--- config.mk ---
export PLATFORM = sky130hd
export DESIGN_NAME = rasum_cfg
export DESIGN_NICKNAME = d
export VERILOG_FILES = /design/src/hw/rtl/rasum_pkg.sv /design/src/hw/rtl/rasum_cfg.sv
export SDC_FILE = /design/constraint.sdc
export NUM_CORES = 1
export LEC_CHECK = 0
export BUFFER_PORTS_ARGS = -buffer_cell sky130_fd_sc_hd__buf_4
export CELL_PAD_IN_SITES_DETAIL_PLACEMENT = 1
export CELL_PAD_IN_SITES_GLOBAL_PLACEMENT = 1
export CORE_MARGIN = 8
export CORE_UTILIZATION = 28
export CTS_BUF_LIST = sky130_fd_sc_hd__clkbuf_2 sky130_fd_sc_hd__clkbuf_4 sky130_fd_sc_hd__clkbuf_8
export CTS_CLUSTER_DIAMETER = 40
export DETAILED_ROUTE_END_ITERATION = 8
export GPL_TIMING_DRIVEN = 0
export PLACE_DENSITY_LB_ADDON = 0.1
export SYNTH_ARGS = -nofsm -noshare
export SYNTH_HDL_FRONTEND = slang
export SYNTH_SLANG_ARGS = --single-unit
--- constraint.sdc ---
create_clock -name clk -period 2.3 [get_ports clk]
set_input_delay 0.46 -clock clk [delete_from_list [all_inputs] [get_ports clk]]
set_output_delay 0.46 -clock clk [all_outputs]
set_load 0.005 [all_outputs]
--- src/hw/rtl/rasum_pkg.sv ---
// ----------------------------------------------------------------------------
// rasum_pkg
// shared constants, types and state encoding for the range add / range sum unit
// ----------------------------------------------------------------------------
package rasum_pkg;

    localparam int MAX_LENGTH = 65536;
    localparam int IDX_W      = $clog2(MAX_LENGTH + 1);
    localparam int MEM_DEPTH  = MAX_LENGTH + 1;
    localparam int SUM_W      = 64;
    localparam int VAL_W      = 32;
    localparam int CFG_W      = 17;
    localparam int ADDR_W     = 2;
    localparam int DATA_W     = 32;

    localparam logic [CFG_W-1:0]  LEN_RESET = CFG_W'(MAX_LENGTH);
    localparam logic [ADDR_W-1:0] ADDR_LEN  = '0;

    localparam logic OP_ADD   = 1'b0;
    localparam logic OP_QUERY = 1'b1;

    typedef enum logic [3:0] {
        ST_CLEAR,
        ST_IDLE,
        ST_UPD_RD,
        ST_UPD_WR,
        ST_QRY_RD,
        ST_QRY_ACC,
        ST_QRY_MUL,
        ST_QRY_FIN,
        ST_OUT
    } state_t;

    typedef struct packed {
        logic                    operation;
        logic [CFG_W-1:0]        left_index;
        logic [CFG_W-1:0]        right_index;
        logic signed [VAL_W-1:0] add_value;
    } item_t;

endpackage

--- src/hw/rtl/rasum_cfg.sv ---
// ----------------------------------------------------------------------------
// rasum_cfg
// apb register block holding the array length
// ----------------------------------------------------------------------------
module rasum_cfg (
    input  logic                            clk,
    input  logic                            rst_n,
    input  logic                            psel,
    input  logic                            penable,
    input  logic                            pwrite,
    input  logic [rasum_pkg::ADDR_W-1:0]    paddr,
    input  logic [rasum_pkg::DATA_W-1:0]    pwdata,
    output logic [rasum_pkg::DATA_W-1:0]    prdata,
    output logic                            pready,
    output logic [rasum_pkg::CFG_W-1:0]     array_length
);

    logic [rasum_pkg::CFG_W-1:0] len_reg;
    logic [rasum_pkg::CFG_W-1:0] len_next;

    always_comb
    begin
        len_next = len_reg;
        if (psel && penable && pwrite && paddr == rasum_pkg::ADDR_LEN)
        begin
            len_next = pwdata[rasum_pkg::CFG_W-1:0];
        end
    end

    always_ff @(posedge clk or negedge rst_n)
    begin
        if (!rst_n)
        begin
            len_reg <= rasum_pkg::LEN_RESET;
        end
        else
        begin
            len_reg <= len_next;
        end
    end

    assign pready       = 1'b1;
    assign prdata       = (paddr == rasum_pkg::ADDR_LEN)
                          ? rasum_pkg::DATA_W'(len_reg) : '0;
    assign array_length = len_reg;

endmodule

Word level (Yosys, flattened, before mapping)
Index checks and enable logic that the tools add are counted.
{ "word_totals": {"register_bits": 17, "input_bits": 39, "out_inout_bits": 50, "wordCells": 6} }
{ "classes": {"muxes": 1, "n_reduce_logical": 4} }
{ "op_table": {"columns": ["operator", "n"], "rows": [
  ["two-way mux 17 bit", 1],
  ["logical AND 1 bit", 3],
  ["zero test 2 bit", 1]
]} }

Logic depth before layout (Yosys ltp)
Gate-level depths: netlist of the first run.
{ "depth": {"ltp_word": 3, "ltp_mapped": 5, "mapped_depth_nobuf": 3} }

Worst setup path after synthesis of the first run
Ideal clock, no wire load.
{ "synth_path": {"path_type": "input -> register", "start": "in paddr[1] (netlist bit)", "end": "reg len_reg, in the netlist array_length[10]", "setup_time_ps": 125, "arrival_time_ps": 1369, "required_ps": 2175, "path_slack_ps": 806, "cell_stages": 5, "n_path_buf": 2, "cell_sequence": "nor2_4 and4_4 buf_8 buf_12 mux2_4"} }
{ "synth_via": {"elab_chain_cells": 2} }
{ "synth_lines": {"columns": ["item", "line_no", "text"], "rows": [
  ["from (decl)", "rasum_cfg.sv:11", "input logic [rasum_pkg::ADDR_W-1:0] paddr,"],
  ["zero test 2 bit", "rasum_cfg.sv:24", "if (psel && penable && pwrite && paddr == rasum_pkg::ADDR_LEN)"],
  ["logical AND 1 bit", "rasum_cfg.sv:24", null],
  ["to (signal assigned)", "rasum_cfg.sv:34", "len_reg <= rasum_pkg::LEN_RESET;"],
  ["to (signal assigned)", "rasum_cfg.sv:38", "len_reg <= len_next;"],
  ["to (decl)", "rasum_cfg.sv:18", "logic [rasum_pkg::CFG_W-1:0] len_reg;"]
]} }
Every way passes these cells.
A chain may end at the register's enable or synchronous reset.

Worst setup path after layout of the first run
{ "layout_path": {"start": "in paddr[1] (netlist bit)", "end": "out prdata[13] (netlist bit)"} }
{ "layout_via": {"elab_chain_cells": 2} }
{ "layout_lines": {"columns": ["item", "line_no", "text"], "rows": [
  ["zero test 2 bit", "rasum_cfg.sv:43", "assign prdata = (paddr == rasum_pkg::ADDR_LEN)"],
  ["two-way mux 17 bit", "rasum_cfg.sv:44", "? rasum_pkg::DATA_W'(len_reg) : '0;"],
  ["to (decl)", "rasum_cfg.sv:13", "output logic [rasum_pkg::DATA_W-1:0] prdata,"]
]} }
Every way passes these cells.

==> results by group, run 1 <==
Critical path
  • CP required: 1.84 ns
  • Critical path class: input port to output port
  • Crit path buf inv count: 3
  • Worst path depth: 5
  • Slowest stage delay, CP: 0.33 ns
  • Crit-path max FO: 10
  • Register-to-Register Setup Slack: 1.50 ns
  • Crit path cell chain: buf_4 > nor2_4 > clkbuf_1 > and2_1 > buf_4
  • Crit end category: output port
  • Setup crit start: paddr[1]
  • R2R Path Start: array_length[1]
  • Crit path max-delay family: buffers and inverters
  • R2r worst-path depth: 1
  • CP Launch Type: input port
  • Worst path slowest cell: clkbuf_1
  • Top cell by count, worst path: buf_4
  • Worst Setup EP: prdata[13]
  • Reg-to-reg endpoint: array_length[1]
  • Critical path arrival: 1.40 ns

STA
  • Fin crit share: 0.808
  • Sum Neg Setup Slack: 0 ns
  • Clk_skew: 0 ns
  • # setup viols final: 0
  • RSZ-0062 raised after global routing: no
  • Final WS setup: 0.442 ns
  • Fmax: 538 MHz
  • Max-slew violations: 0
  • Hold slack: 0.0178 ns
  • Min cycle time layout: 1.86 ns
  • Final Hold Viols: 0

Cells and area
  • N_diodes: 0
  • Largest register FFs: 17
  • Area delta synth->final: 59.2%
  • Fin util: 0.461
  • Most frequent cells in the layout: buf_4, conb_1, dfrtp_1
  • Register area: 427 um^2
  • Area occupied by multi-input gates: 427 um^2
  • Share of cells above drive strength 1: 0.711
  • Commonest non-fill, non-tap cell in the layout: buf_4
  • Design area: 0.00153 mm^2
  • Final nets: 189
  • Finished Layout Cells: 195
  • Layout filler cell count: 382

GRT
  • First-pass GRT wire length: 4230 um
  • Largest net degree at the start of global routing: 18
  • Antenna violations before repair: 0
  • Vias in the first global route: 864
  • Tot GR Track Use: 0.100
  • Grt ovf: 0

Logic synthesis
  • Share of the synthesized area in the top cell type: 0.417
  • Distinct cell type count after synthesis: 13
  • Largest area contributor in the netlist: dfrtp_1
  • #FFs+latches synth: 17
  • Synth Instances: 74
  • Netlist Area Pre-Place: 960 um^2
  • Area contributors post-synth: dfrtp_1, mux2_4, buf_4
  • Yosys warning count: 0
  • Post-synthesis sequential area ratio: 0.445
  • Syn_area_per_cell: 13.0 um^2

Clock tree
  • Post-CTS setup repair buffer count: 0
  • TritonCTS clock tree: built
  • CTS resizes: 0
  • Post-CTS Hold Buffers: 0
  • CTS root buffer: clkbuf_4
  • Clock-pin slew on the worst setup and hold paths: 0.10 ns
  • Worst skew pair latency: 0.28 ns
  • Sink Count: 17
  • H-tree depth: 1
  • Maximum buffer depth of the clock tree: 2
  • CTS buffer count: 3

Placement
  • Buffers on Ports: 57
  • GP Congestion: 0.676
  • DP Area: 0.00150 mm^2
  • Pre-CTS setup slack: 0.377 ns
  • Cells after DPL: 191
  • Dpl hpwl: 2220 um

Drt
  • Post-DRT Antenna Nets: 0
  • Routed Wire Length: 2720 um
  • Via total after detailed routing: 743
  • Drt wl/cell: 13.9 um
  • DRT iter0 DRCs: 4
  • Via density: 3.81
  • DRT Pass-1 Iters: 2
  • DRC viols: 0

Floorplan
  • Die Area: 0.00556 mm^2
  • Ports: 89
  • Initial cell density of the core: 0.290
  • Height of the die: 74.5 um
  • Row count: 21
  • Die Wd: 74.5 um
  • Core area: 0.00331 mm^2

Pwr
  • Cell Pwr Density: 613 mW/mm^2
  • Lkg Pwr: 0.821 nW
  • Total power: 936 uW
  • Peak VDD IR: 0.307 mV

Flow run
  • Max-Cap Viols: 0

Worst hold path
  • Hold WC Path Type: input port to asynchronous set/reset pin

Run status
  • Status: finished clean
-- logic make-up after synthesis --
family / Yosys count / share of synthesized area
other cells: 2 / 0.00783
flops: 17 / 0.445
mux: 17 / 0.239
buf+inv: 19 / 0.166
simple gates: 19 / 0.143
-- where the power goes --
part	internal [mW]	total, mW	switching (mW)
combinational	0.239	0.340	0.102
clock	0.0791	0.174	0.0948
sequential	0.371	0.422	0.0503
total	0.689	0.936	0.247
-- cell type report --
class,instances,share of cell area
buffer,19,0.104
clock buffer,4,0.0197
multi-input combinational,52,0.279
sequential,17,0.279
tap,46,0.0377
timing repair buffer,57,0.280
-- layer usage --
layer,vias up,track usage,share of wire
met2,43,0.168,0.49
met3,2,0.0485,0.11
met1,341,0.112,0.40
met5,-,0,0
met4,0,0.0196,0.0051
li1,357,-,-
-- synthesized netlist by cell type (all sizes together) --
library cell  count
nor2              1
conb              2
dfstp             1
buf              18
and4              1
clkbuf            1
and2             17
mux2             17
dfrtp            16
-- how the worst min path moves through the flow --
stage | startpoint | slack [ns] | endpoint | depth (start not counted)
after detailed placement | rst_n | 0.34 | array_length[11] | 1
after floorplan | rst_n | 0.16 | array_length[0] | 0
after global routing | rst_n | 0.008 | array_length[11] | 1
after CTS | rst_n | 0.02 | array_length[11] | 1
after global placement | rst_n | 0.34 | array_length[11] | 1
final | rst_n | 0.02 | array_length[11] | 1
Power figures use the tool's default switching activity.
==> run 2: changes to the inputs <==
--- a/config.mk
+++ b/config.mk
@@ -9,7 +9,7 @@
 export CELL_PAD_IN_SITES_DETAIL_PLACEMENT = 1
 export CELL_PAD_IN_SITES_GLOBAL_PLACEMENT = 1
 export CORE_MARGIN = 8
-export CORE_UTILIZATION = 28
+export CORE_UTILIZATION = 24
 export CTS_BUF_LIST = sky130_fd_sc_hd__clkbuf_2 sky130_fd_sc_hd__clkbuf_4 sky130_fd_sc_hd__clkbuf_8
 export CTS_CLUSTER_DIAMETER = 40
 export DETAILED_ROUTE_END_ITERATION = 8
==> constraint.sdc (replaced) <==
create_clock -name clk -period 1.7 [get_ports clk]
set_input_delay 0.34 -clock clk [delete_from_list [all_inputs] [get_ports clk]]
set_output_delay 0.34 -clock clk [all_outputs]
set_load 0.005 [all_outputs]
==> run 2 against run 1 <==
Compared with the run above: critical path depth up 1; count of clock-buffer cells in the layout unchanged; non-clock buffer count unchanged; worst setup slack worse by 0.22 ns; design area up 2.0%; largest power group unchanged; die area up 13%; worst hold slack better by 0.30 ns; core utilization down 6.3 points; first-iteration DRC count rose to 4.0 times the previous value.
==> results by group, run 2 (synthesis gave the netlist of run 1 again) <==
GRT
  • Met3 Track Usage GR: 0.0395
  • Antenna violations before repair: 0
  • Tot GR Track Use: 0.0859
  • GR peak layer: met2
  • Met2 Use GR: 0.142
  • First-pass GRT wire length: 4310 um
  • Largest net degree at the start of global routing: 18
  • M1 GR Usage: 0.0894
  • Vias in the first global route: 861
  • Grt ovf: 0

Clock tree
  • Worst skew pair latency: 0.24 ns
  • CTS buffer count: 3
  • Sink Count: 17
  • CTS root buffer: clkbuf_8
  • Clock-pin slew on the worst setup and hold paths: 0.07 ns
  • CTS resizes: 0
  • Post-CTS setup repair buffer count: 0
  • Maximum buffer depth of the clock tree: 2
  • TritonCTS clock tree: built
  • H-tree depth: 1

Worst hold path
  • Hold WC Path Type: input port to flip-flop
  • Hold path cells: 2

Cells and area
  • Commonest non-fill, non-tap cell in the layout: buf_4
  • Layout filler cell count: 467
  • Fin util: 0.398
  • Largest register FFs: 17
  • Finished Layout Cells: 199
  • Most frequent cells in the layout: buf_4, conb_1, dfrtp_1
  • Area delta synth->final: 62.3%
  • Final nets: 189
  • N_diodes: 0
  • Share of cells above drive strength 1: 0.711

Floorplan
  • Core area: 0.00391 mm^2
  • Row count: 23
  • Initial cell density of the core: 0.245
  • Die Wd: 79.2 um
  • Height of the die: 79.2 um
  • Ports: 89
  • Die Area: 0.00628 mm^2

Pwr
  • Lkg Pwr: 0.832 nW
  • Switching share of total power: 0.249
  • Peak VDD IR: 0.235 mV
  • Cell Pwr Density: 863 mW/mm^2
  • Seq pwr share: 0.426
  • Combinational share of power: 0.342
  • Int Pwr: 1.01 mW
  • Clk pwr share: 0.232
  • Sw power: 335 uW

Placement
  • Dpl hpwl: 2230 um
  • GP Congestion: 0.624
  • Cells after DPL: 195
  • Pre-CTS setup slack: 0.0261 ns
  • Buffers on Ports: 57

Drt
  • Post-DRT Antenna Nets: 0
  • Routed Wire Length: 2640 um
  • DRT Pass-1 Iters: 3
  • Via total after detailed routing: 725
  • DRT iter0 DRCs: 16
  • Via density: 3.64
  • DRC viols: 0
  • Drt wl/cell: 13.3 um

STA
  • Clk_skew: 0 ns
  • Fmax: 675 MHz
  • Sum Neg Setup Slack: 0 ns
  • Final WS setup: 0.219 ns
  • Final Hold Viols: 0
  • Min cycle time layout: 1.48 ns
  • Max-slew violations: 0
  • Hold slack: 0.319 ns
  • RSZ-0062 raised after global routing: no
  • Fin crit share: 0.871
  • # setup viols final: 0

Critical path
  • R2r worst-path depth: 1
  • Critical path class: input port to flip-flop
  • CP Launch Type: input port
  • Crit end category: flip-flop
  • Crit-path max FO: 18
  • CP required: 1.83 ns
  • Critical path arrival: 1.61 ns

Flow run
  • Max-Cap Viols: 0

Run status
  • Status: finished clean
run 2: what timing repair did:
item                                    4_1_cts  5_1_grt
endpoints found under the setup margin        0       10
hold buffers                                  1        0
endpoints found under the hold margin        16        0
run 2: final cells by class:
class / instances / area [um^2] / share of cell area
multi-input cells: 52 / 427 / 0.274
plain buffers: 18 / 155 / 0.0996
clock buffers: 4 / 48.8 / 0.0313
well taps: 50 / 62.6 / 0.0402
flip-flops and latches: 17 / 427 / 0.274
repair buffers: 58 / 438 / 0.281
run 2: worst max-delay path, cell delays in order:
cell and delay, ns:
buf_4 0.12, nor2_4 0.29, and4_4 0.28, buf_8 0.13
buf_12 0.15, mux2_4 0.30
run 2: worst paths after layout:
check | endpoint | from | slack (ns)
min | array_length[7] | pwdata[7] | 0.32
max in group asynchronous | array_length[16] | rst_n | 0.95
max | array_length[3] | paddr[1] | 0.22
min reg2reg | array_length[13] | array_length[13] | 0.53
max reg2reg | array_length[7] | array_length[7] | 0.92
min in group asynchronous | array_length[11] | rst_n | 0.50
run 2: metal layers:
| layer | vias to the layer above | wire length [um] |
|---|---|---|
| met4 | 0 | 30 |
| met5 | - | 0 |
| met3 | 2 | 314 |
| li1 | 354 | - |
| met2 | 40 | 1260 |
| met1 | 329 | 1040 |
run 2: stage by stage:
step	power (mW)	cell area [um^2]
2_1_floorplan	0.765	1010
6_report	1.34	1560
5_1_grt	1.43	1560
3_3_place_gp	1.04	1500
4_1_cts	1.37	1560
3_5_place_dp	1.05	1500
run 2: power by group through the flow:
stage / combinational, mW / clock [mW] / sequential, mW
3_5_place_dp: 0.469 / 0 / 0.579
6_report: 0.459 / 0.312 / 0.573
4_1_cts: 0.469 / 0.327 / 0.575
2_1_floorplan: 0.189 / 0 / 0.576
3_3_place_gp: 0.461 / 0 / 0.577
5_1_grt: 0.503 / 0.339 / 0.591
==> run 3: changes to the inputs <==
--- a/config.mk
+++ b/config.mk
@@ -14,7 +14,9 @@
 export CTS_CLUSTER_DIAMETER = 40
 export DETAILED_ROUTE_END_ITERATION = 8
 export GPL_TIMING_DRIVEN = 0
+export MAX_ROUTING_LAYER = met4
 export PLACE_DENSITY_LB_ADDON = 0.1
+export RECOVER_POWER = 100
 export SYNTH_ARGS = -nofsm -noshare
 export SYNTH_HDL_FRONTEND = slang
 export SYNTH_SLANG_ARGS = --single-unit
==> run 3 against run 2 <==
Compared with the run above: design area decreased by 2.8%; non-clock buffer count did not move; worst setup slack worse by 0.0097 ns; sequential cell count unchanged; maximum frequency fell by 0.65%; clock power rose by 4%; first-iteration DRC count shrank 25%; worst hold slack got worse by 0.025 ns.
==> results by group, run 3 (synthesis gave the netlist of run 1 again) <==
Critical path
  • Register-to-Register Setup Slack: 0.90 ns
  • CP required: 1.84 ns
  • Crit path cell chain: clkbuf_1 > nor2_4 > and4_1 > buf_8 > buf_12 > mux2_1
  • CP Launch Type: input port
  • Critical path class: input port to flip-flop
  • Worst path slowest cell: mux2_1
  • Worst Setup EP: array_length[2]
  • Slowest stage delay, CP: 0.32 ns
  • Crit-path max FO: 18
  • R2r worst-path depth: 1
  • R2R Path Start: array_length[7]
  • Crit path max-delay family: simple AND/OR/NAND/NOR gates
  • Critical path arrival: 1.63 ns
  • Crit end category: flip-flop
  • Reg-to-reg endpoint: array_length[7]
  • Worst path depth: 6
  • Crit path buf inv count: 3
  • Setup crit start: paddr[1]

Floorplan
  • Core area: 0.00391 mm^2
  • Die Wd: 79.2 um
  • Height of the die: 79.2 um
  • Ports: 89
  • Row count: 23
  • Initial cell density of the core: 0.245
  • Die Area: 0.00628 mm^2

STA
  • Clk_skew: 0 ns
  • Final Hold Viols: 0
  • RSZ-0062 raised after global routing: no
  • Sum Neg Setup Slack: 0 ns
  • Min cycle time layout: 1.49 ns
  • Hold slack: 0.294 ns
  • Fin crit share: 0.877
  • # setup viols final: 0
  • Fmax: 671 MHz
  • Slew @ Worst Pin: 0.945 ns
  • Worst slew margin: 0.370
  • Max-slew violations: 0

Placement
  • Dpl hpwl: 2230 um
  • GP Congestion: 0.628
  • Buffers on Ports: 57
  • Cells after DPL: 195

Clock tree
  • TritonCTS clock tree: built
  • Worst skew pair latency: 0.25 ns
  • Post-CTS setup repair buffer count: 0
  • CTS buffer count: 3
  • Maximum buffer depth of the clock tree: 2
  • Sink Count: 17
  • H-tree depth: 1
  • CTS root buffer: clkbuf_8
  • CTS resizes: 0
  • Clock-pin slew on the worst setup and hold paths: 0.07 ns

Pwr
  • Cell Pwr Density: 856 mW/mm^2
  • Seq pwr share: 0.436
  • Int Pwr: 958 uW
  • Lkg Pwr: 0.785 nW
  • Clk pwr share: 0.250
  • Peak VDD IR: 0.221 mV
  • Total power: 1.30 mW
  • Switching share of total power: 0.261
  • Combinational share of power: 0.314
  • Sw power: 338 uW

Cells and area
  • Area delta synth->final: 57.8%
  • Commonest non-fill, non-tap cell in the layout: buf_4
  • Most frequent cells in the layout: buf_4, clkbuf_4, conb_1, dfrtp_1
  • Largest register FFs: 17
  • Finished Layout Cells: 199
  • Layout filler cell count: 474
  • Share of cells above drive strength 1: 0.624
  • N_diodes: 0
  • Final nets: 189

GRT
  • First-pass GRT wire length: 4320 um
  • Antenna violations before repair: 0
  • Largest net degree at the start of global routing: 18
  • Grt ovf: 0
  • Vias in the first global route: 860
  • Tot GR Track Use: 0.0884

Drt
  • DRC viols: 0
  • Routed Wire Length: 2650 um
  • DRT Pass-1 Iters: 2
  • Via density: 3.70
  • DRT iter0 DRCs: 12
  • Via total after detailed routing: 737
  • Post-DRT Antenna Nets: 0
  • Drt wl/cell: 13.3 um

Flow run
  • Max-Cap Viols: 0

Worst hold path
  • Hold WC Path Type: input port to flip-flop

Run status
  • Status: finished clean
run 3: changes by cell type in the layout (fill, tap and decap cells not counted), sizes merged:
cell / delta
buf: -28
clkbuf: +28
run 3: area by class of cell:
type                            instances  area [um^2]  share of cell area
Sequential cell                        17          427               0.282
Timing Repair Buffer                   58          423               0.279
Multi-Input combinational cell         52          398               0.263
Buffer                                 18          155               0.102
Tap cell                               50         62.6              0.0413
Clock buffer                            4         48.8              0.0322
run 3: worst min path at each step:
| stage | start | to | slack [ns] | depth (start not counted) |
|---|---|---|---|---|
| floorplan | rst_n | array_length[0] | 0.04 | 0 |
| global placement | rst_n | array_length[11] | 0.22 | 1 |
| detailed placement | rst_n | array_length[11] | 0.22 | 1 |
| CTS | pwdata[6] | array_length[6] | 0.31 | 2 |
| global route | pwdata[7] | array_length[7] | 0.31 | 2 |
| finish | pwdata[8] | array_length[8] | 0.29 | 2 |
run 3: metrics by stage:
stage / setup slack [ns] / util / area (um^2)
6_report: 0.209 / 0.387 / 1510
4_1_cts: 0.0486 / 0.399 / 1560
3_3_place_gp: 0.0398 / 0.384 / 1500
5_1_grt: 0.0445 / 0.387 / 1510
2_1_floorplan: 0.326 / - / 1010
3_5_place_dp: 0.0261 / 0.384 / 1500
run 3: power groups by stage:
stage	clock [mW]	sequential, mW	combinational [mW]
finish	0.324	0.565	0.407
global route	0.339	0.585	0.452
CTS	0.327	0.575	0.469
detailed placement	0	0.579	0.469
global placement	0	0.577	0.461
floorplan	0	0.576	0.189
run 3: what timing repair did:
action,CTS,global route
endpoints found under the setup margin,0,10
endpoints found under the hold margin,16,0
hold buffers,1,0
run 3: per-layer routing:
layer  GRT usage  share of wire
met1      0.0927           0.39
met2       0.142           0.48
met3      0.0339           0.11
met4      0.0444          0.023
met5           -              0
